--- config.mk ---
export PLATFORM = sky130hd
export DESIGN_NAME = bandwidth_period_throttle_top
export DESIGN_NICKNAME = d
export VERILOG_FILES = /design/src/rtl/core/bpt_pkg.sv /design/src/rtl/core/bandwidth_period_throttle_top.sv
export SDC_FILE = /design/constraint.sdc
export NUM_CORES = 2
export LEC_CHECK = 0
export ABC_AREA = 1
export BUFFER_PORTS_ARGS = -buffer_cell sky130_fd_sc_hd__buf_2
export CAP_MARGIN = 30
export CORE_UTILIZATION = 48
export CTS_BUF_LIST = sky130_fd_sc_hd__clkbuf_4
export CTS_CLUSTER_SIZE = 24
export DETAILED_ROUTE_END_ITERATION = 16
export GPL_ROUTABILITY_DRIVEN = 0
export MAX_ROUTING_LAYER = met4
export PLACE_DENSITY = 0.63
export RECOVER_POWER = 50
export REMOVE_ABC_BUFFERS = 1
export SLEW_MARGIN = 20
export SYNTH_ARGS = -nofsm -noshare
export SYNTH_HDL_FRONTEND = slang
export SYNTH_SLANG_ARGS = --single-unit
--- constraint.sdc ---
create_clock -name clk -period 11.4 [get_ports clk]
set_input_delay 2.28 -clock clk [delete_from_list [all_inputs] [get_ports clk]]
set_output_delay 2.28 -clock clk [all_outputs]
set_load 0.01 [all_outputs]
--- src/rtl/core/bpt_pkg.sv ---
package bpt_pkg;

  localparam int unsigned CFG_W      = 32;
  localparam int unsigned TIME_W     = 64;
  localparam int unsigned CHARGE_W   = 32;
  localparam int unsigned COUNT_W    = 32;
  localparam int unsigned PCT_W      = 7;
  localparam int unsigned PROD_W     = CFG_W + PCT_W + 1;

  localparam logic [CFG_W-1:0] MIN_PERIOD_NS_DEF = 32'd1000000;
  localparam logic [CFG_W-1:0] MAX_PERIOD_NS_DEF = 32'd1000000000;
  localparam logic [PCT_W-1:0] MIN_QUOTA_PCT_DEF = 7'd1;
  localparam logic [PCT_W-1:0] PCT_SCALE         = 7'd100;

  localparam logic [CFG_W-1:0] PERIOD_RESET = 32'd1000000000;
  localparam logic [CFG_W-1:0] QUOTA_RESET  = 32'd1000000000;

  typedef enum logic [1:0] {
    MODE_START  = 2'd0,
    MODE_CHARGE = 2'd1,
    MODE_CHECK  = 2'd2,
    MODE_NONE   = 2'd3
  } mode_t;

  typedef enum logic {
    REG_PERIOD = 1'b0,
    REG_QUOTA  = 1'b1
  } reg_index_t;

endpackage

--- src/rtl/core/bandwidth_period_throttle_top.sv ---
// Period and quota bandwidth limiter. Each request carries a mode (start,
// charge, check or none), a time stamp and a runtime charge, and gives one
// result: start status, whether period runtime is below the quota, the
// throttle flag, the total charged runtime and the count of throttle events.
// A request is registered on entry, its result in an output register; one
// request is taken every cycle while the output is not stalled. The state
// update (rollover compare, three 64-bit adds, quota compare) fits between
// the entry and state registers. Input stall rises only when both registers
// are full and the output is stalled. period_ns and quota_ns are read live;
// the user must write them only while idle (the block does not enforce it).
module bandwidth_period_throttle_top #(
  parameter logic [bpt_pkg::CFG_W-1:0] MIN_PERIOD_NS = bpt_pkg::MIN_PERIOD_NS_DEF,
  parameter logic [bpt_pkg::CFG_W-1:0] MAX_PERIOD_NS = bpt_pkg::MAX_PERIOD_NS_DEF,
  parameter logic [bpt_pkg::PCT_W-1:0] MIN_QUOTA_PCT = bpt_pkg::MIN_QUOTA_PCT_DEF
) (
  input  logic                         clk,
  input  logic                         rst,
  input  logic                         cfg_we,
  input  logic                         cfg_index,
  input  logic [bpt_pkg::CFG_W-1:0]    cfg_data,
  input  logic                         in_valid,
  output logic                         in_stall,
  input  logic [1:0]                   mode,
  input  logic [bpt_pkg::TIME_W-1:0]   now_ns,
  input  logic [bpt_pkg::CHARGE_W-1:0] charge_ns,
  output logic                         out_valid,
  input  logic                         out_stall,
  output logic                         status,
  output logic                         under_quota,
  output logic                         throttled,
  output logic [bpt_pkg::TIME_W-1:0]   run_total,
  output logic [bpt_pkg::COUNT_W-1:0]  throttle_count
);
  import bpt_pkg::*;

  logic [CFG_W-1:0]    period_ns;
  logic [CFG_W-1:0]    quota_ns;

  logic                item_full;
  mode_t               item_mode;
  logic [TIME_W-1:0]   item_now;
  logic [CHARGE_W-1:0] item_charge;

  logic [TIME_W-1:0]   period_runtime, period_runtime_next;
  logic [TIME_W-1:0]   deadline, deadline_next;
  logic                throttle_flag, throttle_flag_next;
  logic [TIME_W-1:0]   runtime_sum, runtime_sum_next;
  logic [COUNT_W-1:0]  throttle_events, throttle_events_next;
  logic                status_next;

  logic                in_take;
  logic                advance;
  logic                regs_ok;
  logic [PROD_W-1:0]   pct_prod;
  logic [PROD_W-1:0]   quota_scaled;
  logic                roll;
  logic [TIME_W:0]     dl_sum;
  logic [TIME_W-1:0]   dl_new;
  logic [TIME_W-1:0]   base_rt;
  logic [TIME_W:0]     rt_sum;
  logic [TIME_W:0]     tot_sum;
  logic [TIME_W-1:0]   rt_new;
  logic [TIME_W-1:0]   tot_new;

  assign advance  = item_full && (!out_valid || !out_stall);
  assign in_stall = item_full && out_valid && out_stall;
  assign in_take  = in_valid && !in_stall;

  // configuration registers
  always_ff @(posedge clk) begin
    if (rst) begin
      period_ns <= PERIOD_RESET;
      quota_ns  <= QUOTA_RESET;
    end else if (cfg_we) begin
      case (reg_index_t'(cfg_index))
        REG_PERIOD: period_ns <= cfg_data;
        REG_QUOTA:  quota_ns  <= cfg_data;
        default:    ;
      endcase
    end
  end

  // entry register
  always_ff @(posedge clk) begin
    if (rst) begin
      item_full <= 1'b0;
    end else if (in_take) begin
      item_full <= 1'b1;
    end else if (advance) begin
      item_full <= 1'b0;
    end
  end

  always_ff @(posedge clk) begin
    if (in_take) begin
      item_mode   <= mode_t'(mode);
      item_now    <= now_ns;
      item_charge <= charge_ns;
    end
  end

  // quota < floor(period * pct / 100) is the same as 100 * quota + 100 <= period * pct
  assign pct_prod     = PROD_W'(period_ns) * PROD_W'(MIN_QUOTA_PCT);
  assign quota_scaled = PROD_W'(quota_ns) * PROD_W'(PCT_SCALE) + PROD_W'(PCT_SCALE);
  assign regs_ok = (period_ns >= MIN_PERIOD_NS) && (period_ns <= MAX_PERIOD_NS) &&
                   (quota_ns <= period_ns) && (quota_scaled > pct_prod);

  assign roll    = item_now >= deadline;
  assign dl_sum  = {1'b0, item_now} + {{(TIME_W+1-CFG_W){1'b0}}, period_ns};
  assign dl_new  = dl_sum[TIME_W] ? {TIME_W{1'b1}} : dl_sum[TIME_W-1:0];
  assign base_rt = roll ? '0 : period_runtime;
  assign rt_sum  = {1'b0, base_rt} + {{(TIME_W+1-CHARGE_W){1'b0}}, item_charge};
  assign rt_new  = rt_sum[TIME_W] ? {TIME_W{1'b1}} : rt_sum[TIME_W-1:0];
  assign tot_sum = {1'b0, runtime_sum} + {{(TIME_W+1-CHARGE_W){1'b0}}, item_charge};
  assign tot_new = tot_sum[TIME_W] ? {TIME_W{1'b1}} : tot_sum[TIME_W-1:0];

  always_comb begin
    period_runtime_next  = period_runtime;
    deadline_next        = deadline;
    throttle_flag_next   = throttle_flag;
    runtime_sum_next     = runtime_sum;
    throttle_events_next = throttle_events;
    status_next          = 1'b0;
    case (item_mode)
      MODE_START: begin
        if (regs_ok) begin
          period_runtime_next  = '0;
          deadline_next        = dl_new;
          throttle_flag_next   = 1'b0;
          runtime_sum_next     = '0;
          throttle_events_next = '0;
        end else begin
          status_next = 1'b1;
        end
      end
      MODE_CHARGE: begin
        period_runtime_next = rt_new;
        runtime_sum_next    = tot_new;
        if (roll) begin
          deadline_next = dl_new;
        end
        throttle_flag_next = throttle_flag && !roll;
        // first overrun in this period raises the flag and counts an event
        if ((rt_new > TIME_W'(quota_ns)) && !throttle_flag_next) begin
          throttle_flag_next = 1'b1;
          if (throttle_events != {COUNT_W{1'b1}}) begin
            throttle_events_next = throttle_events + COUNT_W'(1);
          end
        end
      end
      MODE_CHECK: begin
        if (roll) begin
          period_runtime_next = '0;
          deadline_next       = dl_new;
          throttle_flag_next  = 1'b0;
        end
      end
      default: ;
    endcase
  end

  always_ff @(posedge clk) begin
    if (rst) begin
      period_runtime  <= '0;
      deadline        <= '0;
      throttle_flag   <= 1'b0;
      runtime_sum     <= '0;
      throttle_events <= '0;
    end else if (advance) begin
      period_runtime  <= period_runtime_next;
      deadline        <= deadline_next;
      throttle_flag   <= throttle_flag_next;
      runtime_sum     <= runtime_sum_next;
      throttle_events <= throttle_events_next;
    end
  end

  // result register
  always_ff @(posedge clk) begin
    if (rst) begin
      out_valid <= 1'b0;
    end else if (advance) begin
      out_valid <= 1'b1;
    end else if (!out_stall) begin
      out_valid <= 1'b0;
    end
  end

  always_ff @(posedge clk) begin
    if (advance) begin
      status         <= status_next;
      under_quota    <= period_runtime_next < TIME_W'(quota_ns);
      throttled      <= throttle_flag_next;
      run_total      <= runtime_sum_next;
      throttle_count <= throttle_events_next;
    end
  end

endmodule

## Word level (Yosys, flattened, before mapping)

Cells that the tools add are included.

- Bits in registers: 488
- Logic and storage cells: 83
- Output and inout port bits: 101

- Reduce and logical (&&, ||, !) cells: 22
- Magnitude comparators: 7
- Add/sub/neg operators: 5
- Equality and inequality tests: 6
- Mux-type cells: 24
- Multipliers: 1
- Bitwise gates (word level): 1

Operators by type and width:

| kind | number |
|---|---|
| $mux 64 | 8 |
| $pmux 64 s2 | 2 |
| $add 64x32->65 | 3 |
| $pmux 64 s3 | 1 |
| $mux 32 | 3 |
| $ge 64x64->1 | 1 |
| $gt 64x32->1 | 1 |
| $lt 64x32->1 | 1 |
| $pmux 32 s2 | 1 |
| $add 39x7->40 const B | 1 |
| $gt 40x32->1 | 1 |
| $mul 32x5->37 const B | 1 |
| $add 32x1->32 const B | 1 |
| $ge 32x20->1 const B | 1 |
| $le 32x30->1 const B | 1 |
| $le 32x32->1 | 1 |
| $ne 32x32->1 const B | 1 |
| $logic_and 1x1->1 | 9 |
| $mux 1 | 8 |
| $logic_not 1->1 | 5 |
| $ne 2x1->1 const B | 2 |
| $reduce_and 2->1 | 2 |
| $reduce_and 4->1 | 1 |
| $reduce_bool 2->1 | 2 |
| 8 further kinds | 8 |

## Longest topological paths before layout

- Word-level depth: 8
- Gate-level depth with buffers: 63

## Least setup slack after synthesis

OpenSTA, ideal clock, no wires.

- Path type: flip-flop to flip-flop
- Start: register item_now[55]
- End: register throttle_count[30] (netlist name) (data pin)
- Path slack: 3.882 ns
- Stages on the path, launching flop included: 52
- Data arrival time: 7.259 ns
- Library setup time: 0.259 ns
- Required time: 11.141 ns
- Period minus slack after synthesis: 7.518 ns
- Cells stage by stage: edfxtp_1 ha_1 nand2_1 nor2_2 nand4_1 nor4_1 a21oi_4 nand3_4 buf_8 buf_6 buf_2 buf_2 buf_1 nor2_1 ha_1 a21oi_1 nand2_1 a21oi_1 (+16 left out) o21ai_0 nand2_1 a31oi_1 a2111oi_0 nand3_1 nand2_1 nand3_1 nor2_1 nand2_1 nor2_1 nand2_1 nor3_4 nand3_2 nand2_4 buf_12 nand2_1 nand3_2 nand3_1

- Word-level cells in the longest chain between the ends: 8

RTL lines:

| element | RTL line | RTL |
|---|---|---|
| from (decl) | bandwidth_period_throttle_top.sv:41 | `logic [TIME_W-1:0] item_now;` |
| from (signal assigned) | bandwidth_period_throttle_top.sv:97 | `item_now <= now_ns;` |
| $ge 64x64->1 (*) | bandwidth_period_throttle_top.sv:108 | `assign roll = item_now >= deadline;` |
| $mux 64 | bandwidth_period_throttle_top.sv:111 | `assign base_rt = roll ? '0 : period_runtime;` |
| $add 64x32->65 | bandwidth_period_throttle_top.sv:112 | `assign rt_sum = {1'b0, base_rt} + {{(TIME_W+1-CHARGE_W){1'b0}}, item_charge};` |
| $mux 64 | bandwidth_period_throttle_top.sv:113 | `assign rt_new = rt_sum[TIME_W] ? {TIME_W{1'b1}} : rt_sum[TIME_W-1:0];` |
| $gt 64x32->1 | bandwidth_period_throttle_top.sv:144 | `if ((rt_new > TIME_W'(quota_ns)) && !throttle_flag_next) begin` |
| $logic_and 1x1->1 (*) | bandwidth_period_throttle_top.sv:144 |  |
| $mux 32 (*) | bandwidth_period_throttle_top.sv:144 |  |
| $pmux 32 s2 (*) | bandwidth_period_throttle_top.sv:124 | `case (item_mode)` |
| net throttle_events_next[30] | bandwidth_period_throttle_top.sv:48 | `logic [COUNT_W-1:0] throttle_events, throttle_events_next;` |
| to (signal assigned) | bandwidth_period_throttle_top.sv:195 | `throttle_count <= throttle_events_next;` |
| to (decl) | bandwidth_period_throttle_top.sv:32 | `output logic [bpt_pkg::COUNT_W-1:0] throttle_count` |

Mark *: on every way through the listed nets, which the timed path passes. The rest lies on a longest branch.
A chain may end at the register's enable or synchronous reset.

## Final worst setup path

- Start: register item_now[21]
- End: register throttle_events[20]

- Word-level cells in the longest chain between the ends: 8

RTL lines:

| element | RTL line | RTL |
|---|---|---|
| $ge 64x64->1 (*) | bandwidth_period_throttle_top.sv:108 |  |
| $mux 64 | bandwidth_period_throttle_top.sv:111 |  |
| $add 64x32->65 | bandwidth_period_throttle_top.sv:112 |  |
| $mux 64 | bandwidth_period_throttle_top.sv:113 |  |
| $gt 64x32->1 | bandwidth_period_throttle_top.sv:144 |  |
| $logic_and 1x1->1 (*) | bandwidth_period_throttle_top.sv:144 |  |
| $mux 32 (*) | bandwidth_period_throttle_top.sv:144 |  |
| $pmux 32 s2 (*) | bandwidth_period_throttle_top.sv:124 |  |
| to (signal assigned) | bandwidth_period_throttle_top.sv:174 | `throttle_events <= throttle_events_next;` |
| to (decl) | bandwidth_period_throttle_top.sv:48 |  |

Mark *: on every way between the ends. The rest lies on a longest branch, timed or not.

==> impl_metrics.env <==
export IMPL_ctsResizeCount=0
export IMPL_antenna_found_initial=9
export IMPL_final_common_cell="nand2_1"
export IMPL_hold_class="reg2reg"
export IMPL_placed_cells=6883
export IMPL_drt_iter0_markers=3591
export IMPL_irDropWorstVdd_v=0.0001071
export IMPL_fin_crit_ns=9.637
export IMPL_fp_dieW_um=290.2
export IMPL_place_area_um2=41910
export IMPL_yosysSeqAreaShare_pct=29.45
export IMPL_p_leak_uw=0.02066
export IMPL_cp_arrival_ns=10.50
export IMPL_cts_buffer_depth=3
export IMPL_stdcell_count=7151
export IMPL_port_buffers=236
export IMPL_failed_checks="max-capacitance violations, max-slew violations"
export IMPL_cts_root_buf="clkbuf_4"
export IMPL_synth_async_reset_ratio_pct=0
export IMPL_max_freq_ghz=0.1038
export IMPL_rows=105
export IMPL_yosys_warnings=0
export IMPL_drive_above_1_share_pct=9.816
export IMPL_dp_hpwl_um=96030
export IMPL_worst_setup_path_start_kind="register"
export IMPL_grtUsageTotal_pct=30.33
export IMPL_crit_type="reg2reg"
export IMPL_cp_required_ns=12.26
export IMPL_relSlewSlack_pct=-168.2
export IMPL_coreArea_um2=82110
export IMPL_worst_pin_slew_ns=4.023
export IMPL_crit_path_frequent_cell="nand2_1"
export IMPL_htree_levels=4
export IMPL_fin_area_um2=43690
export IMPL_dieArea_um2=84220
export IMPL_hold_violations=0
export IMPL_slew_viol_final=588
export IMPL_skew_ns=0.08037
export IMPL_path_max_fanout=33
export IMPL_clk_pin_slew_ns=0.06
export IMPL_drtPass1Iterations=6
export IMPL_mostFrequentLayoutCells="nand2_1 (1140), inv_1 (977), a21oi_1 (507)"
export IMPL_grt_setup_unrepaired="no"
export IMPL_ys_ff_latch=488
export IMPL_setup_worst_path_end_class="register"
export IMPL_synth_edf_count=197
export IMPL_layout_setup_ws_ns=1.763
export IMPL_grt_pass1_vias=36728
export IMPL_syn2layout_area_growth_pct=9.568
export IMPL_cts_tree="yes"
export IMPL_ys_types=69
export IMPL_synthCells=5720
export IMPL_drc=0
export IMPL_grt_max_degree=92
export IMPL_netlist_area_um2=39870
export IMPL_dpl_worst_slack_ns=2.020
export IMPL_max_cap_viol_count=10
export IMPL_status="finished with violations"
export IMPL_wl_um=126200
export IMPL_grt_pass1_wl_um=198800
export IMPL_worst_path_max_delay_cell="edfxtp_1"
export IMPL_clock_sinks=488
export IMPL_avgRoutedWirePerCell_um=17.65
export IMPL_clkLatencyLatePin_ns=1.03
export IMPL_nets=6515
export IMPL_synthFlopType="dfxtp_1"
export IMPL_start_util_pct=48.56
export IMPL_numCtsBuffers=143
export IMPL_dieHeight_um=290.2
export IMPL_fin_util_pct=53.21
export IMPL_setup_viol=0
export IMPL_grt_overflow=0
export IMPL_cts_setup_buffers=0
export IMPL_holdWs_ns=0.4672
export IMPL_final_antenna_net_count=0
export IMPL_pwr_density_cell_nw_per_um2=137.3
export IMPL_synth_area_per_cell_um2=6.971
export IMPL_via_per_inst=5.511
export IMPL_vias=39412
export IMPL_ios=237
export IMPL_max_stage_delay_ns=0.46
export IMPL_hold_buffers=0
export IMPL_min_period_over_period_pct=84.54
power breakdown:
part / total [µW] / internal, µW / leakage (µW) / switching [µW]
Sequential: 2050 / 1950 / 0.00431 / 94.0
Combinational: 2210 / 731 / 0.0152 / 1480
Clock: 1740 / 928 / 0.00113 / 809
cells in the mapped netlist, types with 8 or more instances:
| cell | count | area [µm²] |
|---|---|---|
| nor3_2 | 9 | 90.09 |
| a22oi_1 | 45 | 337.8 |
| o22ai_1 | 44 | 275.3 |
| inv_1 | 980 | 3679 |
| buf_1 | 13 | 48.80 |
| or2_2 | 22 | 137.6 |
| nor2_2 | 29 | 181.4 |
| nor2_1 | 454 | 1704 |
| xnor2_1 | 41 | 359.1 |
| fa_1 | 30 | 600.6 |
| a211oi_1 | 25 | 187.7 |
| edfxtp_1 | 197 | 5916 |
| nand2_2 | 27 | 168.9 |
| nand3b_1 | 15 | 112.6 |
| o21a_1 | 19 | 142.6 |
| o21ai_1 | 25 | 125.1 |
| nand3_2 | 45 | 450.4 |
| a21oi_1 | 507 | 2537 |
| o21ai_0 | 413 | 2067 |
| nand3_1 | 252 | 1261 |
| nand4_1 | 113 | 706.9 |
| buf_2 | 28 | 140.1 |
| ha_1 | 391 | 4892 |
| inv_2 | 8 | 30.03 |
| nor3_1 | 105 | 525.5 |
| a31oi_1 | 52 | 325.3 |
| o211ai_1 | 54 | 405.4 |
| xor2_1 | 92 | 805.8 |
| dfxtp_1 | 291 | 5826 |
| clkbuf_1 | 122 | 457.9 |
| nand2_1 | 1140 | 4279 |
| nor4_1 | 32 | 200.2 |
cell families after synthesis:
logic type                 count (synthesis)  share of synthesized area, %
and+or+nand+nor                         2266                         25.16
AOI/OAI and AO/OA                       1241                         17.30
buffers and inverters                   1171                         11.40
DFF                                      488                         29.45
adders and majority gates                421                         13.78
xor gates and xnor gates                 133                         2.921
layer usage:
| layer | up-vias | global-route usage, % | wire length [µm] | part of all wire [%] |
|---|---|---|---|---|
| li1 | 19661 | - | - | - |
| met1 | 18026 | 41.74 | 58780 | 47 |
| met2 | 1515 | 45.43 | 54360 | 43 |
| met3 | 210 | 4.657 | 9659 | 7.7 |
| met4 | 0 | 9.782 | 3384 | 2.7 |
| met5 | - | - | 0 | 0 |
sequential cells by signal (all words and copies together), names as in the netlist:
signal and count:
out_valid 1, item_mode 2, period_ns 32, item_now 64
throttled 1, throttle_flag 1, status 1, throttle_events 32
runtime_sum 64, throttle_count 32, under_quota 1, run_total 64
item_charge 32, item_full 1, period_runtime 64, deadline 64
quota_ns 32
stage by stage:
step,TNS (ns),power [µW]
2_1_floorplan,-1366.95,3633
3_3_place_gp,0,4235
3_5_place_dp,0,4248
4_1_cts,0,6018
5_1_grt,0,6443
6_report,0,5999
final timing paths:
path	startpoint	to	slack, ns	cells past startpoint
worst max-delay path	item_now[21]	throttle_events[20]	1.76	51
worst min-delay path	deadline[35]	deadline[35]	0.47	2
worst max register to register	item_now[21]	throttle_events[20]	1.76	51
worst min register to register	deadline[35]	deadline[35]	0.47	2
layout make-up:
type                    count  area [µm²]
multi-input cells        4061       23630
clock buffers             214        1607
clock inverters            45       265.3
fillers                  8377       38420
flip-flops and latches    488       11740
well taps                1070        1339
diodes                      9       22.52
repair buffers            271        1348
inverters                 993        3735
worst max-delay path: cells and delay by family, from the launching register on:
family,cells,cell delay (ns)
flops,1,0.46
compound gates,10,1.90
fa+ha+maj,4,1.24
simple gates,32,4.94
buf+inv,5,0.84
(Power assumes the default switching activity.)
